===== config.mk =====
export PLATFORM = sky130hd
export DESIGN_NAME = websocket_frame_decoder
export DESIGN_NICKNAME = d
export VERILOG_FILES = /design/src/rtl/wsfd_pkg.sv /design/src/rtl/websocket_frame_decoder.sv
export SDC_FILE = /design/constraint.sdc
export NUM_CORES = 1
export LEC_CHECK = 0
export ABC_AREA = 1
export BUFFER_PORTS_ARGS = -buffer_cell sky130_fd_sc_hd__buf_2
export CORE_MARGIN = 2
export CORE_UTILIZATION = 38
export CTS_CLUSTER_SIZE = 20
export DETAILED_ROUTE_END_ITERATION = 8
export SYNTH_ARGS = -nofsm -noshare
export SYNTH_HDL_FRONTEND = slang
export SYNTH_SLANG_ARGS = --single-unit

===== constraint.sdc =====
create_clock -name clk -period 7.8 [get_ports clk]
set_clock_uncertainty 0.1 [all_clocks]
set_input_delay 0.78 -clock clk [delete_from_list [all_inputs] [get_ports clk]]
set_output_delay 0.78 -clock clk [all_outputs]
set_load 0.02 [all_outputs]

===== src/rtl/wsfd_pkg.sv =====
// Shared types and constants for the WebSocket frame decoder.
package wsfd_pkg;

  typedef logic [1:0] kind_t;

  localparam kind_t KIND_PAYLOAD   = 2'd0;
  localparam kind_t KIND_EMPTY     = 2'd1;
  localparam kind_t KIND_MALFORMED = 2'd2;

  localparam logic [3:0] OP_CONT  = 4'h0;
  localparam logic [3:0] OP_TEXT  = 4'h1;
  localparam logic [3:0] OP_BIN   = 4'h2;
  localparam logic [3:0] OP_CLOSE = 4'h8;
  localparam logic [3:0] OP_PING  = 4'h9;
  localparam logic [3:0] OP_PONG  = 4'hA;

  localparam logic [6:0] LEN_CTRL_MAX = 7'd125;
  localparam logic [6:0] LEN_EXT16    = 7'd126;
  localparam logic [6:0] LEN_EXT64    = 7'd127;

  localparam logic [3:0]  EXT16_BYTES = 4'd2;
  localparam logic [3:0]  EXT64_BYTES = 4'd8;
  localparam logic [2:0]  KEY_BYTES   = 3'd4;
  localparam logic [63:0] EXT16_MIN   = 64'd126;
  localparam logic [63:0] EXT64_MIN   = 64'h0000_0000_0001_0000;

  localparam logic [31:0] MAX_PAYLOAD_RST = 32'd65536;

endpackage


===== src/rtl/websocket_frame_decoder.sv =====
// WebSocket frame decoder: header parse, length and mask key capture, payload unmasking.
//
// Input channel (in_valid/in_ready) carries one stream byte per word, with
// in_sync set to restart parsing at a frame header before that byte.
// Output channel (out_valid/out_ready) carries at most one result word per
// input word: an unmasked payload byte, an empty-frame marker or a
// malformed-frame report. Header, length and key bytes give no payload byte.
// The parser state is updated in the cycle a byte is accepted and the result
// is held in an output register, visible from the cycle after the byte is
// accepted; one byte is taken every cycle while the receiver keeps up.
// in_ready follows the output register: it is high when that register is
// empty or being read in the same cycle, so a stalled receiver holds the
// input after one pending result.
// After a malformed report the block drops bytes until a word with in_sync.
// Reset: parser back to the first header byte, max_payload to 65536, output
// register empty. cfg_we writes max_payload; write only while idle.
module websocket_frame_decoder (
  input  logic                 clk,
  input  logic                 rst_n,
  input  logic                 in_valid,
  output logic                 in_ready,
  input  logic [7:0]           in_data_byte,
  input  logic                 in_sync,
  output logic                 out_valid,
  input  logic                 out_ready,
  output wsfd_pkg::kind_t      out_kind,
  output logic [7:0]           out_payload_byte,
  output logic [3:0]           out_frame_opcode,
  output logic                 out_final_flag,
  output logic                 out_was_masked,
  output logic [62:0]          out_frame_length,
  output logic                 out_last,
  input  logic                 cfg_we,
  input  logic [31:0]          cfg_wdata
);
  import wsfd_pkg::*;

  typedef enum logic [2:0] {
    PH_HDR0,
    PH_HDR1,
    PH_LEN,
    PH_KEY,
    PH_DATA
  } phase_t;

  phase_t      phase_r, phase_nxt, c_phase;
  logic [7:0]  fh_r, fh_nxt, c_fh;
  logic [3:0]  len_left_r, len_left_nxt, c_len_left;
  logic [63:0] len_acc_r, len_acc_nxt, c_len_acc;
  logic [31:0] key_r, key_nxt, c_key;
  logic [2:0]  key_left_r, key_left_nxt, c_key_left;
  logic [63:0] pay_idx_r, pay_idx_nxt, c_pay_idx;
  logic        halted_r, halted_nxt, c_halted;
  logic        masked_r, masked_nxt, c_masked;
  logic        wide_r, wide_nxt, c_wide;
  logic [31:0] max_payload_r;

  logic        out_valid_r;
  kind_t       out_kind_r;
  logic [7:0]  out_byte_r;
  logic [3:0]  out_op_r;
  logic        out_fin_r;
  logic        out_masked_r;
  logic [62:0] out_len_r;
  logic        out_last_r;

  logic        in_acc;
  logic        res_valid;
  kind_t       res_kind;
  logic [7:0]  res_byte;
  logic        res_last;
  logic        mal;
  logic        len_done;
  logic        start_pay;
  logic [3:0]  op;
  logic [6:0]  short_len;
  logic [63:0] len_shift;
  logic [3:0]  len_left_dec;
  logic [2:0]  key_left_dec;
  logic [63:0] idx_inc;
  logic [7:0]  key_byte;

  assign in_ready = !out_valid_r || out_ready;
  assign in_acc   = in_valid && in_ready;

  always_comb begin
    if (in_sync) begin
      c_phase    = PH_HDR0;
      c_fh       = '0;
      c_len_left = '0;
      c_len_acc  = '0;
      c_key      = '0;
      c_key_left = '0;
      c_pay_idx  = '0;
      c_halted   = 1'b0;
      c_masked   = 1'b0;
      c_wide     = 1'b0;
    end else begin
      c_phase    = phase_r;
      c_fh       = fh_r;
      c_len_left = len_left_r;
      c_len_acc  = len_acc_r;
      c_key      = key_r;
      c_key_left = key_left_r;
      c_pay_idx  = pay_idx_r;
      c_halted   = halted_r;
      c_masked   = masked_r;
      c_wide     = wide_r;
    end

    phase_nxt    = c_phase;
    fh_nxt       = c_fh;
    len_left_nxt = c_len_left;
    len_acc_nxt  = c_len_acc;
    key_nxt      = c_key;
    key_left_nxt = c_key_left;
    pay_idx_nxt  = c_pay_idx;
    halted_nxt   = c_halted;
    masked_nxt   = c_masked;
    wide_nxt     = c_wide;

    res_valid = 1'b0;
    res_kind  = KIND_PAYLOAD;
    res_byte  = '0;
    res_last  = 1'b0;
    mal       = 1'b0;
    len_done  = 1'b0;
    start_pay = 1'b0;

    op           = c_fh[3:0];
    short_len    = in_data_byte[6:0];
    len_shift    = {c_len_acc[55:0], in_data_byte};
    len_left_dec = c_len_left - 4'd1;
    key_left_dec = c_key_left - 3'd1;
    idx_inc      = c_pay_idx + 64'd1;
    case (c_pay_idx[1:0])
      2'd0:    key_byte = c_key[31:24];
      2'd1:    key_byte = c_key[23:16];
      2'd2:    key_byte = c_key[15:8];
      default: key_byte = c_key[7:0];
    endcase

    if (!c_halted) begin
      case (c_phase)
        PH_HDR0: begin
          fh_nxt    = in_data_byte;
          phase_nxt = PH_HDR1;
        end
        PH_HDR1: begin
          masked_nxt = in_data_byte[7];
          key_nxt    = '0;
          if (c_fh[6:4] != 3'd0 ||
              !(op inside {OP_CONT, OP_TEXT, OP_BIN, OP_CLOSE, OP_PING, OP_PONG})) begin
            mal = 1'b1;
          end else if (op[3] && (short_len > LEN_CTRL_MAX || !c_fh[7])) begin
            mal = 1'b1;
          end else if (short_len == LEN_EXT16) begin
            len_acc_nxt  = '0;
            wide_nxt     = 1'b0;
            len_left_nxt = EXT16_BYTES;
            phase_nxt    = PH_LEN;
          end else if (short_len == LEN_EXT64) begin
            len_acc_nxt  = '0;
            wide_nxt     = 1'b1;
            len_left_nxt = EXT64_BYTES;
            phase_nxt    = PH_LEN;
          end else begin
            len_acc_nxt = {57'd0, short_len};
            len_done    = 1'b1;
          end
        end
        PH_LEN: begin
          len_acc_nxt  = len_shift;
          len_left_nxt = len_left_dec;
          if (len_left_dec == 4'd0) begin
            if (!c_wide) begin
              if (len_shift < EXT16_MIN) mal = 1'b1;
              else len_done = 1'b1;
            end else begin
              if (len_shift[63] || len_shift < EXT64_MIN) mal = 1'b1;
              else len_done = 1'b1;
            end
          end
        end
        PH_KEY: begin
          key_nxt      = {c_key[23:0], in_data_byte};
          key_left_nxt = key_left_dec;
          if (key_left_dec == 3'd0) start_pay = 1'b1;
        end
        PH_DATA: begin
          pay_idx_nxt = idx_inc;
          res_valid   = 1'b1;
          res_kind    = KIND_PAYLOAD;
          res_byte    = in_data_byte ^ (c_masked ? key_byte : 8'd0);
          res_last    = (idx_inc >= c_len_acc);
          if (res_last) phase_nxt = PH_HDR0;
        end
        default: begin
          phase_nxt    = PH_HDR0;
          fh_nxt       = '0;
          len_left_nxt = '0;
          len_acc_nxt  = '0;
          key_nxt      = '0;
          key_left_nxt = '0;
          pay_idx_nxt  = '0;
          halted_nxt   = 1'b0;
          masked_nxt   = 1'b0;
          wide_nxt     = 1'b0;
        end
      endcase
    end

    if (len_done) begin
      if (len_acc_nxt > {32'd0, max_payload_r}) begin
        mal = 1'b1;
      end else if (masked_nxt) begin
        key_nxt      = '0;
        key_left_nxt = KEY_BYTES;
        phase_nxt    = PH_KEY;
      end else begin
        start_pay = 1'b1;
      end
    end

    if (start_pay) begin
      pay_idx_nxt = '0;
      if (len_acc_nxt == 64'd0) begin
        res_valid = 1'b1;
        res_kind  = KIND_EMPTY;
        res_last  = 1'b1;
        phase_nxt = PH_HDR0;
      end else begin
        phase_nxt = PH_DATA;
      end
    end

    if (mal) begin
      phase_nxt    = PH_HDR0;
      fh_nxt       = '0;
      len_left_nxt = '0;
      len_acc_nxt  = '0;
      key_nxt      = '0;
      key_left_nxt = '0;
      pay_idx_nxt  = '0;
      halted_nxt   = 1'b1;
      masked_nxt   = 1'b0;
      wide_nxt     = 1'b0;
      res_valid    = 1'b1;
      res_kind     = KIND_MALFORMED;
      res_byte     = '0;
      res_last     = 1'b0;
    end
  end

  always_ff @(posedge clk) begin
    if (!rst_n) begin
      phase_r       <= PH_HDR0;
      fh_r          <= '0;
      len_left_r    <= '0;
      len_acc_r     <= '0;
      key_r         <= '0;
      key_left_r    <= '0;
      pay_idx_r     <= '0;
      halted_r      <= 1'b0;
      masked_r      <= 1'b0;
      wide_r        <= 1'b0;
      max_payload_r <= MAX_PAYLOAD_RST;
      out_valid_r   <= 1'b0;
    end else begin
      if (cfg_we) max_payload_r <= cfg_wdata;
      if (in_acc) begin
        phase_r     <= phase_nxt;
        fh_r        <= fh_nxt;
        len_left_r  <= len_left_nxt;
        len_acc_r   <= len_acc_nxt;
        key_r       <= key_nxt;
        key_left_r  <= key_left_nxt;
        pay_idx_r   <= pay_idx_nxt;
        halted_r    <= halted_nxt;
        masked_r    <= masked_nxt;
        wide_r      <= wide_nxt;
        out_valid_r <= res_valid;
        if (res_valid) begin
          out_kind_r <= res_kind;
          out_byte_r <= res_byte;
          out_last_r <= res_last;
          if (res_kind == KIND_MALFORMED) begin
            out_op_r     <= '0;
            out_fin_r    <= 1'b0;
            out_masked_r <= 1'b0;
            out_len_r    <= '0;
          end else begin
            out_op_r     <= fh_nxt[3:0];
            out_fin_r    <= fh_nxt[7];
            out_masked_r <= masked_nxt;
            out_len_r    <= len_acc_nxt[62:0];
          end
        end
      end else if (out_ready) begin
        out_valid_r <= 1'b0;
      end
    end
  end

  assign out_valid        = out_valid_r;
  assign out_kind         = out_kind_r;
  assign out_payload_byte = out_byte_r;
  assign out_frame_opcode = out_op_r;
  assign out_final_flag   = out_fin_r;
  assign out_was_masked   = out_masked_r;
  assign out_frame_length = out_len_r;
  assign out_last         = out_last_r;

`ifndef SYNTHESIS
  a_mal_zero: assert property (@(posedge clk) disable iff (!rst_n)
    out_valid && out_kind == KIND_MALFORMED |->
      out_payload_byte == 8'd0 && out_frame_length == 63'd0 && !out_last)
    else $error("malformed word carries nonzero fields");

  a_empty_last: assert property (@(posedge clk) disable iff (!rst_n)
    out_valid && out_kind == KIND_EMPTY |->
      out_last && out_payload_byte == 8'd0 && out_frame_length == 63'd0)
    else $error("empty-frame word malformed");

  a_halt_after_mal: assert property (@(posedge clk) disable iff (!rst_n)
    in_acc && res_valid && res_kind == KIND_MALFORMED |=> halted_r)
    else $error("parser not halted after malformed frame");

  a_halted_silent: assert property (@(posedge clk) disable iff (!rst_n)
    in_acc && halted_r && !in_sync |=> !out_valid_r && halted_r)
    else $error("result produced while halted");
`endif

endmodule


Yosys cells after proc, flatten, opt, wreduce, memory -nomap -nowiden

Cells that the tools add are included.

Reductions and logical operators: 27
Eq/ne operators: 14
Multiply operators: 0
Muxes and demuxes: 110
Bitwise gates (word level): 2
Shift operators: 0
Magnitude comparators: 5
$add $sub $neg: 3
Div/mod/pow operators: 0

Operator list:

| cell                    | number |
|---|---|
| $mux W64                | 9 |
| $mux W32                | 6 |
| $pmux W64 S3            | 1 |
| $pmux W64 S2            | 1 |
| $add A64 B1 Y64 const B | 1 |
| $ge A64 B64 Y1          | 1 |
| $gt A64 B32 Y1          | 1 |
| $logic_not A64 Y1       | 1 |
| $lt A64 B17 Y1 const B  | 1 |
| $lt A64 B7 Y1 const B   | 1 |
| $pmux W32 S2            | 1 |
| $mux W3                 | 19 |
| $mux W1                 | 50 |
| $mux W8                 | 4 |
| $mux W4                 | 7 |
| $pmux W8 S3             | 1 |
| $pmux W8 S2             | 1 |
| $reduce_or A4 Y1        | 4 |
| $eq A7 B7 Y1 const B    | 2 |
| $mux W7                 | 2 |
| $eq A4 B4 Y1 const B    | 3 |
| $pmux W3 S4             | 1 |
| $pmux W4 S3             | 1 |
| $reduce_or A3 Y1        | 3 |
| other kinds (26)        | 39 |

Output and inout bits: 82
Latch bits: 0
Bits in registers: 294
ROM bits: 0
Input bits: 46
Memories kept: 0
Bits in writable memories: 0
Logic and storage cells: 180

Logic depth before layout (Yosys ltp)

Word-level depth: 14
Depth in mapped cells: 32
Mapped depth without buffers: 28

Worst setup path after synthesis

OpenSTA, ideal clock, no wires.

Path type: input -> register
From: input port in_sync
To: register out_fin_r (netlist: out_final_flag), enable pin
Stages: 27
Required time: 7.266 ns
Setup time: 0.434 ns
Path buffers: 7
Arrival time: 5.515 ns
Path slack: 1.751 ns
Path through: buf_4 > nor2_4 > inv_1 > buf_2 > buf_2 > buf_4 > buf_2 > clkbuf_1 > nor2_1 > a21oi_1 > inv_1 > ha_1 > nand2_1 > inv_1 > nand3_1 > nor4_1 > inv_1 > nor4_1 > nand2_1 > nand3_1 > nand2_1 > nand3_2 > a21oi_4 > buf_4 > nand3_1 > nand2_1 > inv_1

Word-level cells in the longest chain between the ends: 14
Elaborated cells between the ends (all ways): 73
Classes of those cells: add/sub: 2; order compare: 3; eq/ne: 9; mux: 43; reduce/logical: 16

Ends and longest elaborated chain:

| item                                                     | line                                                           | source |
|---|---|---|
| from (decl)                                              | websocket_frame_decoder.sv:23                                  | `input logic in_sync,` |
| $mux W8                                                  | websocket_frame_decoder.sv:87                                  | `if (in_sync) begin` |
| $eq A4 B1 Y1 (tied with other cells)                     | websocket_frame_decoder.sv:153                                 | `!(op inside {OP_CONT, OP_TEXT, OP_BIN, OP_CLOSE, OP_PING, OP_PONG})) begin` |
| $reduce_bool A6 Y1 or $logic_or A1 B1 Y1 (tied branches) | websocket_frame_decoder.sv:153, websocket_frame_decoder.sv:155 |  |
| $logic_not A1 Y1 or $logic_and A1 B1 Y1 (tied branches)  | websocket_frame_decoder.sv:153, websocket_frame_decoder.sv:155 |  |
| $logic_or A1 B1 Y1 or $mux W64 (tied branches)           | websocket_frame_decoder.sv:152, websocket_frame_decoder.sv:155 |  |
| $mux W64                                                 | websocket_frame_decoder.sv:152                                 | `if (c_fh[6:4] != 3'd0 \|\|` |
| $pmux W64 S3                                             | websocket_frame_decoder.sv:144                                 | `case (c_phase)` |
| $mux W64                                                 | websocket_frame_decoder.sv:143                                 | `if (!c_halted) begin` |
| $gt A64 B32 Y1                                           | websocket_frame_decoder.sv:214                                 | `if (len_acc_nxt > {32'd0, max_payload_r}) begin` |
| $mux W1                                                  | websocket_frame_decoder.sv:214                                 |  |
| $mux W1                                                  | websocket_frame_decoder.sv:213                                 | `if (len_done) begin` |
| $mux W1                                                  | websocket_frame_decoder.sv:225                                 | `if (start_pay) begin` |
| $mux W1 *                                                | websocket_frame_decoder.sv:237                                 | `if (mal) begin` |
| $reduce_and A3 Y1 (no source line) *                     | n/a                                                            |  |
| to (signal assigned)                                     | websocket_frame_decoder.sv:294                                 | `out_fin_r <= fh_nxt[7];` |
| to (decl)                                                | websocket_frame_decoder.sv:62                                  | `logic out_fin_r;` |

Every way passes the cells marked *; elsewhere a longest branch is shown, timed or not.
A chain may end at the register's enable or synchronous reset.

Final worst setup path

From: input port in_sync
To: register len_acc_r[24]

Word-level cells in the longest chain between the ends: 12
Elaborated cells between the ends (all ways): 54
Classes of those cells: add/sub: 1; order compare: 3; eq/ne: 9; mux: 29; reduce/logical: 12

Ends and longest elaborated chain:

| item                                                     | line                                                           | source |
|---|---|---|
| $mux W8                                                  | websocket_frame_decoder.sv:87                                  |  |
| $eq A4 B1 Y1 (tied with other cells)                     | websocket_frame_decoder.sv:153                                 |  |
| $reduce_bool A6 Y1 or $logic_or A1 B1 Y1 (tied branches) | websocket_frame_decoder.sv:153, websocket_frame_decoder.sv:155 |  |
| $logic_not A1 Y1 or $logic_and A1 B1 Y1 (tied branches)  | websocket_frame_decoder.sv:153, websocket_frame_decoder.sv:155 |  |
| $logic_or A1 B1 Y1 or $mux W64 (tied branches)           | websocket_frame_decoder.sv:152, websocket_frame_decoder.sv:155 |  |
| $mux W64                                                 | websocket_frame_decoder.sv:152                                 |  |
| $pmux W64 S3                                             | websocket_frame_decoder.sv:144                                 |  |
| $mux W64                                                 | websocket_frame_decoder.sv:143                                 |  |
| $gt A64 B32 Y1                                           | websocket_frame_decoder.sv:214                                 |  |
| $mux W1                                                  | websocket_frame_decoder.sv:214                                 |  |
| $mux W1                                                  | websocket_frame_decoder.sv:213                                 |  |
| $mux W64 *                                               | websocket_frame_decoder.sv:237                                 |  |
| to (signal assigned)                                     | websocket_frame_decoder.sv:275                                 | `len_acc_r <= len_acc_nxt;` |
| to (decl)                                                | websocket_frame_decoder.sv:49                                  | `logic [63:0] len_acc_r, len_acc_nxt, c_len_acc;` |

Marked as above.

==> reports/metrics.cfg <==
[critical_path]
cp.required_ns=8.24
r2r_cells=20
worst_setup_path_end_kind=flop
timing.rr.start=halted_r
reg2reg_slack_ns=2.35
arrival_ns=6.39
critPathKind=primary input to flop
crit_start=in_sync
critPathMaxFanout=96
crit_path_start_kind=primary input

[yosys]
synthFlopType=dfxtp_1
yosysTopAreaCell=dfxtp_1
syn-num-nets=3377
synthTopCellsByArea=dfxtp_1 20%, nand2_1 15%, edfxtp_1 11%, inv_1 8.5%, a21oi_1 8.1%
synth_seq_area_share_pct=31.83
postSynthAreaPerCell_um2=6.511
synth_edf_count=80
syn-cell-area_um2=21010
synth_cell_type_count=51
synth_warnings=0
synth_seq_cells=294
async_reset_ff_share_pct=0
synth.top_cell.area_share_pct=20.40
syn_inst=3226

[die]
die_w_um=239.1
num_io_pins=128
initial_core_util_pct=38.28
die_height_um=239.1
num_rows=86
dieArea_um2=57170
core-area_um2=54880

[clock_network]
ctsHoldBuffers=0
numCtsBuffers=31
clk_pin_slew_ns=0.07
cts_buffer_depth=3
cts.sinks=294
cts_tree=done
clock_latency_ns=0.62
cts-resized-gates=0
htree_levels=1
cts_setup_buffers=0
cts-root-buf=clkbuf_16

[hold_path]
hp-start=cfg_wdata[16]
hold_depth=3
min_path_type=primary input to flop

[placement]
io_buffers=127
gp_congestion=0.9332
hpwl_mm=47.55
dp_worst_setup_slack_ns=1.311
dp.cells=3914

[pwr]
irDropWorstVdd_mv=0.1738
power_density_nw_per_um2=171.9
power.leakage_nw=10.35

[layout]
final_util_pct=42.07
finalNonFillerCells=3972
final_layout_size_suffix_gt1_share_pct=7.742
n_antenna_cell=0
fillers=5838
area_growth_pct=9.900
fin_nets=3394

[timing]
finalCritPeriodShare_pct=76.36
final_max_slew_viol_count=0
setup_tns_ns=0
whs_ns=0.2930
fin_ws_ns=1.844
worstMarginPinSlew_ns=1.199
post-route-min-period_ns=5.956
final_hold_viol_count=0
rsz0062_at_grt=false
max_clock_freq_mhz=167.9
max-slew-margin-rel_pct=19.89
finalSetupViolCount=0

[drt]
routed_wl_mm=66.80
vias=20900
via_per_inst=5.263
drc=0
drt_iter0_drc=1988
wl_per_cell_um=16.82
ant_nets=0
drt_first_pass_iters=6

[grt]
antenna_found_initial=1
grt_overflow=0
track_usage_pct=22.96
grt_max_degree=101
grt_first_pass_wirelength_mm=106.1
grt_pass1_vias=19020

[flow_run]
cap_violations=0

[status]
outcome=finished clean

worst paths after layout:
kind                        to
min reg2reg       pay_idx_r[1]
min          max_payload_r[16]
max              len_acc_r[24]
max reg2reg      len_acc_r[24]
placed cells by master, fill, tap and decap left out, types with 5 or more instances in the layout:
master     Yosys  layout
ha_1         105     105
o211ai_1      21      21
nor3_1        48      48
o21a_1        27      27
a21oi_1      340     340
a221oi_1       8       8
clkinv_2       0       7
dfxtp_1      214     214
clkbuf_8       0       5
clkbuf_16      0      31
xnor2_1        5       5
a31oi_1       38      38
buf_2         32     126
buf_4          8      31
clkinv_1       5       5
inv_1        475     472
nor2_4         6       6
a22oi_1       33      33
o21ai_0      192     192
nand2_2        7       7
nor2_1       312     311
edfxtp_1      80      80
o221ai_1      32      32
nand2_1      820     819
nand4_1       68      68
bufinv_16      0       5
nand3_1       87      87
a211oi_1       6       6
xor2_1        43      43
nor4_1        11      11
o22ai_1       28      28
power breakdown:
part | switching (mW) | internal (mW) | leakage [nW]
clock | 0.691 | 0.950 | 0.544
sequential | 0.0359 | 1.63 | 2.51
combinational | 0.465 | 0.197 | 7.29
total | 1.19 | 2.78 | 10.3
flip-flops by register name, summed over array words and instances, names as in the netlist, 2 cells and up:
register and cells:
fh_r 8, key_left_r 3, key_r 32, len_acc_r 64
len_left_r 4, max_payload_r 32, out_frame_length 63, out_frame_opcode 4
out_kind 2, out_payload_byte 8, pay_idx_r 64, phase_r 3
cell usage after synthesis (16+ instances only):
cell type,instances
o21ai_0,192
nand3_1,87
dfxtp_1,214
nor3_1,48
buf_6,16
edfxtp_1,80
nand2_1,820
a21oi_1,340
o211ai_1,21
a22oi_1,33
nand4_1,68
clkbuf_1,107
o22ai_1,28
o221ai_1,32
buf_2,32
ha_1,105
a31oi_1,38
nor2_1,312
xor2_1,43
o21a_1,27
inv_1,475
cells by family after synthesis:
kind of cell	count (synthesis)	share of synthesized area (%)
AOI/OAI and AO/OA	737	19.92
xor gates and xnor gates	48	2.001
adders and majority gates	105	6.254
buffers and inverters	658	12.66
DFF	294	31.83
and+or+nand+nor	1384	27.32
worst max-delay path, cell delays in order:
cell and delay (ns):
buf_4 0.22, clkinv_2 0.26, buf_4 0.57, nand4_1 0.57
inv_2 0.17, buf_4 0.39, a22oi_1 0.16, nand2_1 0.08
o21ai_0 0.12, inv_1 0.11, ha_1 0.25, a21oi_1 0.15
o21ai_0 0.10, o21ai_0 0.21, o2111ai_1 0.15, nand2_1 0.09
nand3_1 0.06, nand2_1 0.17, nand3_2 0.15, a21oi_4 0.16
buf_4 0.69, nand2_1 0.26, a21oi_1 0.20
metal layers:
metal	GRT usage [%]	part of all wire, %	vias to the layer above
li1	-	-	10630
met1	33.87	48	9487
met2	35.65	44	698
met3	2.263	6.4	93
met4	5.833	2.2	0
met5	0	0	-
through the flow:
stage | total power, mW | area, µm²
3_3_place_gp | 2.353 | 21960
3_5_place_dp | 2.352 | 21960
4_1_cts | 3.999 | 23080
2_1_floorplan | 2.174 | 21010
6_report | 3.967 | 23080
5_1_grt | 4.145 | 23080
final cells by class:
| class | count | area [µm²] | share of cell area (%) |
|---|---|---|---|
| clock inverters | 20 | 269.0 | 1.165 |
| inverters | 483 | 1824 | 7.902 |
| well taps | 704 | 880.8 | 3.816 |
| multi-input cells | 2274 | 11670 | 50.55 |
| repair buffers | 159 | 903.4 | 3.913 |
| flip-flops and latches | 294 | 6686 | 28.96 |
| clock buffers | 38 | 852.1 | 3.691 |
No activity file was read; power rests on OpenSTA's default activity.
